### src/design/lcmo_pkg.sv
// Shared types and constants for the LCM-with-overflow block.
`default_nettype none

package lcmo_pkg;

   localparam int FIELD_WIDTH        = 64;
   localparam int DATA_WIDTH_DEFAULT = 64;
   localparam logic SIGNED_MODE_RESET = 1'b1;

   typedef struct packed {
      logic [FIELD_WIDTH-1:0] operand_a;
      logic [FIELD_WIDTH-1:0] operand_b;
   } req_type;

   typedef struct packed {
      logic [FIELD_WIDTH-1:0] lcm_value;
      logic                   overflow;
   } rsp_type;

   // controller -> datapath
   typedef struct packed {
      logic load;
      logic gcd_step;
      logic div_step;
      logic mul_step;
      logic out_load;
   } ctrl_cmd_type;

   // datapath -> controller
   typedef struct packed {
      logic zero;
      logic gcd_done;
   } dp_status_type;

endpackage

`default_nettype wire

### src/design/lcm_with_overflow_check_top.sv
// Top level of the LCM-with-overflow block: controller plus datapath.
`default_nettype none

// Computes lcm(|a|,|b|) as (|a| / gcd) * |b| on the low DATA_WIDTH bits of each
// operand, flagging overflow when the true multiple exceeds 2^W-1 (unsigned) or
// 2^(W-1)-1 (signed, csr bit = 1, the reset value); on overflow the low W bits of
// the product are returned. One word is worked at a time. Each accepted word runs
// through a binary GCD that takes one shift or subtract per cycle, then a
// bit-serial restoring division and a shift-add multiply over W bits, and the
// result is loaded into the output register. A zero operand skips the arithmetic.
// A finished word sits in the output register, and the next word is taken as
// soon as the state machine is idle again; it only waits for the output if that
// word is still stalled when the new result is ready. Write the mode register
// only while the block is idle.
module lcm_with_overflow_check_top #(
   parameter int DATA_WIDTH = lcmo_pkg::DATA_WIDTH_DEFAULT
) (
   input  wire                  clock,
   input  wire                  reset,
   input  wire                  req_valid,
   output logic                 req_stall,
   input  lcmo_pkg::req_type    req_data,
   output logic                 rsp_valid,
   input  wire                  rsp_stall,
   output lcmo_pkg::rsp_type    rsp_data,
   input  wire                  csr_wr_en,
   input  wire                  csr_wr_data
);

   lcmo_pkg::ctrl_cmd_type  cmd;
   lcmo_pkg::dp_status_type status;

   lcmo_ctrl #(
      .DATA_WIDTH (DATA_WIDTH)
   ) u_ctrl (
      .clock     (clock),
      .reset     (reset),
      .req_valid (req_valid),
      .req_stall (req_stall),
      .rsp_valid (rsp_valid),
      .rsp_stall (rsp_stall),
      .status    (status),
      .cmd       (cmd)
   );

   lcmo_dpath #(
      .DATA_WIDTH (DATA_WIDTH)
   ) u_dpath (
      .clock       (clock),
      .reset       (reset),
      .csr_wr_en   (csr_wr_en),
      .csr_wr_data (csr_wr_data),
      .req_data    (req_data),
      .cmd         (cmd),
      .status      (status),
      .rsp_data    (rsp_data)
   );

endmodule

`default_nettype wire

### src/design/lcmo_dpath.sv
// Datapath: operand magnitudes, binary GCD, restoring divider, shift-add multiplier.
`default_nettype none

module lcmo_dpath #(
   parameter int DATA_WIDTH = lcmo_pkg::DATA_WIDTH_DEFAULT
) (
   input  wire                         clock,
   input  wire                         reset,
   input  wire                         csr_wr_en,
   input  wire                         csr_wr_data,
   input  lcmo_pkg::req_type           req_data,
   input  lcmo_pkg::ctrl_cmd_type      cmd,
   output lcmo_pkg::dp_status_type     status,
   output lcmo_pkg::rsp_type           rsp_data
);

   localparam int W = DATA_WIDTH;

   logic          signed_mode_ff;
   logic [W-1:0]  a_ff, a_in;     // a >> k, then quotient, then product low half
   logic [W-1:0]  b_ff;           // |b|, multiplicand
   logic [W-1:0]  u_ff, u_in;     // gcd working value, then product high half
   logic [W-1:0]  v_ff, v_in;     // gcd working value, ends as gcd >> k
   logic [W-1:0]  rem_ff, rem_in;
   logic          zero_ff;
   lcmo_pkg::rsp_type rsp_data_ff, rsp_data_in;

   logic [W-1:0]  raw_a, raw_b, mag_a, mag_b;
   logic [W:0]    trial;
   logic          trial_ge;
   logic [W:0]    trial_diff;
   logic [W:0]    mul_sum;
   logic          ovf;

   always_comb begin
      raw_a = req_data.operand_a[W-1:0];
      raw_b = req_data.operand_b[W-1:0];
      mag_a = (signed_mode_ff && raw_a[W-1]) ? (~raw_a + 1'b1) : raw_a;
      mag_b = (signed_mode_ff && raw_b[W-1]) ? (~raw_b + 1'b1) : raw_b;
   end

   // restoring division step and multiply accumulate
   always_comb begin
      trial      = {rem_ff, a_ff[W-1]};
      trial_diff = trial - {1'b0, v_ff};
      trial_ge   = (trial >= {1'b0, v_ff});
      mul_sum    = {1'b0, u_ff} + (a_ff[0] ? {1'b0, b_ff} : {(W+1){1'b0}});
   end

   always_comb begin
      a_in   = a_ff;
      u_in   = u_ff;
      v_in   = v_ff;
      rem_in = rem_ff;
      if (cmd.load) begin
         a_in   = mag_a;
         u_in   = mag_a;
         v_in   = mag_b;
         rem_in = '0;
      end else if (cmd.gcd_step) begin
         if (!u_ff[0] && !v_ff[0]) begin
            u_in = u_ff >> 1;
            v_in = v_ff >> 1;
            a_in = a_ff >> 1;
         end else if (!u_ff[0]) begin
            u_in = u_ff >> 1;
         end else if (!v_ff[0]) begin
            v_in = v_ff >> 1;
         end else if (u_ff >= v_ff) begin
            u_in = u_ff - v_ff;
         end else begin
            v_in = v_ff - u_ff;
         end
      end else if (cmd.div_step) begin
         rem_in = trial_ge ? trial_diff[W-1:0] : trial[W-1:0];
         a_in   = {a_ff[W-2:0], trial_ge};
      end else if (cmd.mul_step) begin
         // u_ff is zero when the GCD loop ends, so it starts as a clear high half
         u_in = mul_sum[W:1];
         a_in = {mul_sum[0], a_ff[W-1:1]};
      end
   end

   always_comb begin
      ovf         = (u_ff != '0) || (signed_mode_ff && a_ff[W-1]);
      rsp_data_in = rsp_data_ff;
      if (cmd.out_load) begin
         rsp_data_in.lcm_value = zero_ff ? '0 : lcmo_pkg::FIELD_WIDTH'(a_ff);
         rsp_data_in.overflow  = zero_ff ? 1'b0 : ovf;
      end
   end

   always_ff @(posedge clock) begin
      if (reset) begin
         signed_mode_ff <= lcmo_pkg::SIGNED_MODE_RESET;
      end else if (csr_wr_en) begin
         signed_mode_ff <= csr_wr_data;
      end
   end

   always_ff @(posedge clock) begin
      a_ff        <= a_in;
      u_ff        <= u_in;
      v_ff        <= v_in;
      rem_ff      <= rem_in;
      rsp_data_ff <= rsp_data_in;
      if (cmd.load) begin
         b_ff    <= mag_b;
         zero_ff <= (mag_a == '0) || (mag_b == '0);
      end
   end

   assign status.zero     = zero_ff;
   assign status.gcd_done = (u_ff == '0);
   assign rsp_data        = rsp_data_ff;

endmodule

`default_nettype wire

### src/design/lcmo_ctrl.sv
// Controller: sequences GCD, divide and multiply phases and owns both handshakes.
`default_nettype none

module lcmo_ctrl #(
   parameter int DATA_WIDTH = lcmo_pkg::DATA_WIDTH_DEFAULT
) (
   input  wire                         clock,
   input  wire                         reset,
   input  wire                         req_valid,
   output logic                        req_stall,
   output logic                        rsp_valid,
   input  wire                         rsp_stall,
   input  lcmo_pkg::dp_status_type     status,
   output lcmo_pkg::ctrl_cmd_type      cmd
);

   localparam int CW = $clog2(DATA_WIDTH);
   localparam logic [CW-1:0] CNT_LAST = CW'(DATA_WIDTH - 1);

   localparam logic [2:0] ST_IDLE = 3'd0;
   localparam logic [2:0] ST_GCD  = 3'd1;
   localparam logic [2:0] ST_DIV  = 3'd2;
   localparam logic [2:0] ST_MUL  = 3'd3;
   localparam logic [2:0] ST_DONE = 3'd4;

   logic [2:0]    state_ff, state_in;
   logic [CW-1:0] cnt_ff, cnt_in;
   logic          rsp_valid_ff, rsp_valid_in;

   always_comb begin
      state_in = state_ff;
      cnt_in   = cnt_ff;
      cmd      = '0;
      unique case (state_ff)
         ST_IDLE: begin
            if (req_valid) begin
               cmd.load = 1'b1;
               state_in = ST_GCD;
            end
         end
         ST_GCD: begin
            if (status.zero) begin
               state_in = ST_DONE;
            end else if (status.gcd_done) begin
               cnt_in   = CNT_LAST;
               state_in = ST_DIV;
            end else begin
               cmd.gcd_step = 1'b1;
            end
         end
         ST_DIV: begin
            cmd.div_step = 1'b1;
            if (cnt_ff == '0) begin
               cnt_in   = CNT_LAST;
               state_in = ST_MUL;
            end else begin
               cnt_in = cnt_ff - 1'b1;
            end
         end
         ST_MUL: begin
            cmd.mul_step = 1'b1;
            if (cnt_ff == '0) begin
               state_in = ST_DONE;
            end else begin
               cnt_in = cnt_ff - 1'b1;
            end
         end
         ST_DONE: begin
            if (!rsp_valid_ff || !rsp_stall) begin
               cmd.out_load = 1'b1;
               state_in     = ST_IDLE;
            end
         end
         default: begin
            state_in = ST_IDLE;
         end
      endcase
   end

   always_comb begin
      rsp_valid_in = rsp_valid_ff;
      if (cmd.out_load) begin
         rsp_valid_in = 1'b1;
      end else if (!rsp_stall) begin
         rsp_valid_in = 1'b0;
      end
   end

   always_ff @(posedge clock) begin
      if (reset) begin
         state_ff     <= ST_IDLE;
         cnt_ff       <= '0;
         rsp_valid_ff <= 1'b0;
      end else begin
         state_ff     <= state_in;
         cnt_ff       <= cnt_in;
         rsp_valid_ff <= rsp_valid_in;
      end
   end

   assign req_stall = (state_ff != ST_IDLE);
   assign rsp_valid = rsp_valid_ff;

`ifndef SYNTH
   a_cmd_onehot: assert property (@(posedge clock) disable iff (reset)
      $onehot0({cmd.load, cmd.gcd_step, cmd.div_step, cmd.mul_step, cmd.out_load}))
      else $error("more than one datapath command at once");

   a_no_overwrite: assert property (@(posedge clock) disable iff (reset)
      cmd.out_load |-> !(rsp_valid_ff && rsp_stall))
      else $error("result word overwritten while waiting");

   a_accept_starts: assert property (@(posedge clock) disable iff (reset)
      (req_valid && !req_stall) |=> (state_ff == ST_GCD))
      else $error("accepted word did not start the GCD phase");

   a_gcd_step_live: assert property (@(posedge clock) disable iff (reset)
      cmd.gcd_step |-> (!status.zero && !status.gcd_done))
      else $error("GCD step issued after the loop had ended");
`endif

endmodule

`default_nettype wire

### config.mk
export PLATFORM = sky130hd
export DESIGN_NAME = lcm_with_overflow_check_top
export DESIGN_NICKNAME = d
export VERILOG_FILES = /design/src/design/lcmo_pkg.sv /design/src/design/lcm_with_overflow_check_top.sv /design/src/design/lcmo_dpath.sv /design/src/design/lcmo_ctrl.sv
export SDC_FILE = /design/constraint.sdc
export NUM_CORES = 2
export LEC_CHECK = 0
export BUFFER_PORTS_ARGS = -buffer_cell sky130_fd_sc_hd__buf_2
export CORE_MARGIN = 2
export CORE_UTILIZATION = 47
export CTS_BUF_LIST = sky130_fd_sc_hd__clkbuf_4 sky130_fd_sc_hd__clkbuf_8
export CTS_CLUSTER_DIAMETER = 60
export DETAILED_ROUTE_END_ITERATION = 12
export GPL_ROUTABILITY_DRIVEN = 0
export HOLD_SLACK_MARGIN = 0.15
export PLACE_DENSITY = 0.66
export RECOVER_POWER = 50
export SYNTH_ARGS = -nofsm -noshare
export SYNTH_HDL_FRONTEND = slang
export SYNTH_SLANG_ARGS = --single-unit
### constraint.sdc
create_clock -name clock -period 4.88 [get_ports clock]
set_clock_uncertainty 0.1 [all_clocks]
set_input_delay 0.488 -clock clock [delete_from_list [all_inputs] [get_ports clock]]
set_output_delay 0.488 -clock clock [all_outputs]
set_load 0.01 [all_outputs]
Word-level counts from Yosys, hierarchy flattened:

Index checks and enable logic that the tools add are counted.

* reductions and logical operators: 31
* $mul: 0
* add/sub/neg operators: 7
* equality and inequality tests: 18
* multiplexer cells: 46
* $lt $le $gt $ge: 2
* bitwise logic cells: 3
* shift operators: 0
* divide/modulo/power cells: 0

Operators with widths (count)
* $mux 64: 23
* $logic_not 64->1: 3
* $sub 64x64->64: 3
* $add 64x1->64 const B: 2
* $not 64->64: 2
* $add 64x65->65: 1
* $ge 65x64->1: 1
* $ge 64x64->1: 1
* $reduce_bool 64->1: 1
* $mux 6: 4
* $mux 3: 6
* $pmux 6 s3: 1
* $pmux 3 s5: 1
* $reduce_bool 3->1: 4
* $mux 1: 11
* $ne 5x5->1 const B: 2
* $ne 2x1->1 const B: 4
* $ne 2x2->1 const B: 4
* $reduce_and 2->1: 4
* $reduce_and 4->1: 2
* $eq 3x2->1 const B: 2
* $logic_not 6->1: 1
* $ne 3x1->1 const B: 2
* $sub 6x1->6 const B: 1
* 13 further kinds: 21

* bits in registers: 397
* input port bits: 134
* bits in writable memories: 0
* ROM bits: 0
* bits in latches: 0
* output and inout bits: 67
* memories: 0

Logic depth before layout (Yosys ltp):

* word-level depth: 7
* gate-level depth with buffers: 17
* depth with buffers taken out: 15

Modules after synthesis:

From an unflattened synthesis, not the netlist that was laid out.

* cell total of the unflattened synthesis: 4500
* area, all modules: 36657.7 um2

Modules (own cells, without submodules)
* lcmo_dpath: instances 1, area each 36065.8 um2, cells an instance 4427
* lcmo_ctrl: instances 1, area each 591.8 um2, cells an instance 73

Least setup slack after synthesis:

OpenSTA, ideal clock, no wires.

* kind: flip-flop to flip-flop
* start point: register u_dpath.u_ff[0]
* end point: register u_dpath.u_ff[10], enable pin
* data arrival time: 4.223 ns
* cell stages (with the launch flop): 15
* buffers on the path: 2
* path slack: 0.125 ns
* required time: 4.348 ns
* cells stage by stage: edfxtp_1 > clkbuf_1 > inv_1 > ha_1 > inv_1 > fa_1 > a211oi_1 > o21ai_0 > a21oi_1 > o21ai_0 > a211oi_1 > o41a_1 > clkbuf_1 > a21oi_1 > o31a_1

* word-level cells in the longest chain between the ends: 6

RTL lines
* from (decl): RTL line lcmo_dpath.sv:22 `logic [W-1:0] u_ff, u_in;`
* from (signal assigned): RTL line lcmo_dpath.sv:103 `u_ff <= u_in;`
* parallel branches: the longest is 5 deep, another holds $ge 64x64->1
* $reduce_and 4->1 (no source line) *

Mark *: on every way between the ends.
A chain may end at the register's enable or synchronous reset.

Worst setup path after layout:

* start point: register u_dpath.v_ff[43]
* end point: register u_dpath.u_ff[63], data pin

* word-level cells in the longest chain between the ends: 7

RTL lines
* from (decl): RTL line lcmo_dpath.sv:23 `logic [W-1:0] v_ff, v_in;`
* from (signal assigned): RTL line lcmo_dpath.sv:104 `v_ff <= v_in;`
* $sub 64x64->64: RTL line lcmo_dpath.sv:70 `u_in = u_ff - v_ff;`
* $mux 64: RTL line lcmo_dpath.sv:69 `end else if (u_ff >= v_ff) begin`
* $mux 64: RTL line lcmo_dpath.sv:67 `end else if (!v_ff[0]) begin`
* $mux 64: RTL line lcmo_dpath.sv:65 `end else if (!u_ff[0]) begin`
* $mux 64: RTL line lcmo_dpath.sv:61 `if (!u_ff[0] && !v_ff[0]) begin`
* $mux 64: RTL line lcmo_dpath.sv:60 `end else if (cmd.gcd_step) begin`
* $mux 64: RTL line lcmo_dpath.sv:55 `if (cmd.load) begin`
* named net u_dpath.u_in[63]: RTL line lcmo_dpath.sv:22

The timed path passes the listed nets, and every way through them passes these cells. The select of a mux whose other input is x is not followed.

==> summary.md <==
| Metric | Value |
|---|---|
| 1st-pass router iterations | 9 |
| Worst-Skew Late Latency | 710 ps |
| Initial antenna violation count | 7 |
| Largest net degree at the start of global routing | 172 |
| CTS buffer count | 73 |
| Mean Syn Cell Area | 8.21 um^2 |
| Status | finished with violations |
| Core area | 76200 um^2 |
| Max_slew headroom | -0.977 |
| Seq/Total Area, Yosys | 0.308 |
| Worst hold path class | in2reg |
| Largest cells by area after synthesis | edfxtp_1 (27%), ha_1 (9.0%), a21oi_1 (6.7%), xnor2_1 (4.8%), o21ai_0 (4.3%) |
| CP Capture Type | flip-flop |
| TNS Setup | 0 ps |
| Syn_nets | 4817 |
| Crit path max fanout | 16 |
| Routed WL | 134 mm |
| DP HPWL | 106 mm |
| Vias in the first global route | 33000 |
| Crit path DAT | 5080 ps |
| Power Dens Cells | 445 nW/um^2 |
| Worst Setup SP | u_dpath.v_ff[43] |
| Number of routed nets with antenna violations | 0 |
| Syn Std Cell Area | 36300 um^2 |
| Root Buffer | clkbuf_8 |
| Worst reg2reg endpoint | u_dpath.u_ff[63] |
| LEAKAGE | 0.0165 uW |
| Layout cells sized above 1 | 0.0883 |
| Total track usage | 0.329 |
| Clk sinks | 397 |
| Die H | 282 um |
| Worst setup path class | reg2reg |
| Reg2reg setup slack | 240 ps |
| Number of flops mapped to enable cells by yosys | 322 |
| Clock slew at the register clock pins of the worst setup and hold paths | 60 ps |
| Nets | 4997 |
| Worst Tran Pin Value | 2960 ps |
| I/O pin cnt | 201 |
| FMAX | 0.215 GHz |
| Die Width | 282 um |
| Yosys warns | 0 |
| Synth area leader | edfxtp_1 |
| GR Overflow Total | 0 |
| WP data required | 5320 ps |
| R2r startpoint | u_dpath.v_ff[43] |
| Int Pwr | 9740 uW |
| CTS tree | built |
| Top cells by count, synth | a21oi_1 (485), nand2_1 (392), edfxtp_1 (322), nor2_1 (318), o21ai_0 (311) |
| Pre-CTS setup slack | 21.0 ps |
| Gate power share | 0.541 |
| DRC | 0 |
| Post-Synthesis Cells | 4418 |
| Net Sw Frac | 0.461 |
| Final Hold Fails | 0 |
| Final setup fails | 0 |
| Die footprint | 79400 um^2 |
| Clock power share | 0.194 |
| # port buffers | 200 |
| Failing checks | max-capacitance violations, max-slew violations |
| Synth async-reset ratio | 0 |
| Hold slack | 184 ps |
| Seq cells post-synth | 397 |
| Starting Density | 0.476 |
| Main flop type after synthesis | edfxtp_1 |
| VDD IR max | 220 uV |
| Switch Pwr | 8330 uW |
| Worst Reg2Reg Path Length in Cells | 15 |
| Critical Path Start Type | flip-flop |
| Drt wl/cell | 23.6 um |
| Fillers | 7278 |
| Seq pwr share | 0.265 |
| First-pass GRT wire length | 200 mm |
| Min cycle time layout | 4640 ps |
| Longest Clk Path Bufs | 3 |
| Crit path capture | u_dpath.u_ff[63] |
| Via/cell ratio | 6.33 |
| Via count | 36000 |
| Violation count after the first detailed-route iteration | 5120 |
| Synth top area share | 0.266 |
| Max Cap Violations | 3 |
| Std cell rows | 101 |
| Count leader, synth | a21oi_1 |
| Final setup margin | 236 ps |
| H-tree depth | 3 |
| Area Overhead vs Synth | 11.8% |
| Final Cycle Share | 0.952 |
| Library cells used by synthesis | 92 |
| Slew Limit Fails | 193 |
| RSZ-0062 raised after global routing | false |
-- per-layer routing --
metal	global-route usage	routed length (um)	vias to the layer above
met5	0	57	-
met4	0.0962	3800	8
met3	0.0965	18400	216
met2	0.467	54500	2136
met1	0.478	57500	17000
li1	-	-	16600
-- how the worst min path moves through the flow --
stage                  startpoint                  to  slack [ps]  depth (start not counted)
6_report             req_data[28]    u_dpath.b_ff[28]         180                          2
3_5_place_dp   u_dpath.rem_ff[63]  u_dpath.rem_ff[63]         380                          2
3_3_place_gp   u_dpath.rem_ff[63]  u_dpath.rem_ff[63]         370                          2
4_1_cts                 req_valid  u_ctrl.state_ff[0]         150                          5
5_1_grt              req_data[60]    u_dpath.b_ff[60]         200                          2
2_1_floorplan  u_dpath.rem_ff[63]  u_dpath.rem_ff[63]         350                          2
-- critical path: stages, from the launching register on --
cell,delay [ps]
edfxtp_1,410
inv_1,180
ha_1,570
nand4_1,230
nor2_1,580
nand4_1,220
o22ai_1,200
a211oi_1,80
buf_4,160
o41a_1,400
buf_12,180
nor2_4,220
nand2_1,250
a2111oi_0,440
a31oi_1,130
o211ai_1,120
-- timing repair --
| item | CTS | global route |
|---|---|---|
| setup buffers | 0 | 3 |
| gates resized for setup | 1 | 1 |
| hold buffers | 47 | 0 |
| endpoints found under the setup margin | 1 | 9 |
| hold endpoints to repair | 61 | 0 |
-- power groups by stage --
stage          sequential [uW]  clock [uW]  combinational, uW
3_5_place_dp              4800           0               9290
3_3_place_gp              4800           0               9270
2_1_floorplan             4600           0               6560
4_1_cts                   4740        3550               9380
6_report                  4780        3500               9780
5_1_grt                   4800        3670              10500
-- logic make-up (layout without fill, tap and decap cells) --
| kind of cell | Yosys count | after routing | share of synthesized area |
|---|---|---|---|
| muxes | 61 | 61 | 0.0169 |
| other | 0 | 4 | 0 |
| AOI/OAI and AO/OA | 1512 | 1512 | 0.264 |
| and+or+nand+nor | 1334 | 1334 | 0.181 |
| buffers and inverters | 493 | 731 | 0.0519 |
| DFF | 397 | 397 | 0.308 |
| adders and majority gates | 265 | 265 | 0.0922 |
| xor gates and xnor gates | 356 | 356 | 0.0859 |
-- cell usage in the layout, fill, tap and decap left out, types with 35 or more instances in the layout --
master         instances
a211oi_1              42
mux2i_1               59
nor2_1               316
buf_2                131
nor4_1                46
edfxtp_1             322
nor2b_1               95
nor3_1                66
nand2_1              389
clkbuf_1              81
o21ai_0              310
a31oi_1              116
xor2_1               156
buf_4                 91
a221o_1               35
nand3_1               78
a21o_1               158
dfxtp_1               75
a21oi_1              484
and2_1                93
xnor2_1              200
ha_1                 261
nand4_1               80
o21bai_1              60
inv_1                231
clkbuf_8              80
a221oi_1              76
dlygate4sd3_1         47
-- state kept, by name (all words and copies together), names as in the netlist --
signal,cells
u_dpath.rem_ff,64
u_dpath.a_ff,64
u_ctrl.rsp_valid,1
u_dpath.b_ff,64
u_ctrl.state_ff,3
u_dpath.signed_mode_ff,1
u_dpath.v_ff,64
u_ctrl.cnt_ff,6
u_dpath.zero_ff,1
u_dpath.rsp_data,65
u_dpath.u_ff,64
-- area by class of cell --
class | count | area, um^2 | share of cell area
multi-input combinational | 3528 | 23300 | 0.574
sequential | 397 | 11200 | 0.275
timing repair buffer | 366 | 2400 | 0.0593
tap | 1030 | 1290 | 0.0318
clock buffer | 100 | 1250 | 0.0308
inverter | 232 | 872 | 0.0215
clock inverter | 33 | 302 | 0.00743
antenna | 4 | 10.0 | 0.000247
-- through the flow --
step	util	total power [uW]	instances	instance area, um^2
after global placement	0.507	14100	5503	38700
after CTS	0.534	17700	5683	40700
final	0.532	18100	5690	40600
after detailed placement	0.507	14100	5503	38700
after global routing	0.532	19000	5688	40600
after floorplan	-	11200	4418	36300
Power figures use the tool's default switching activity.
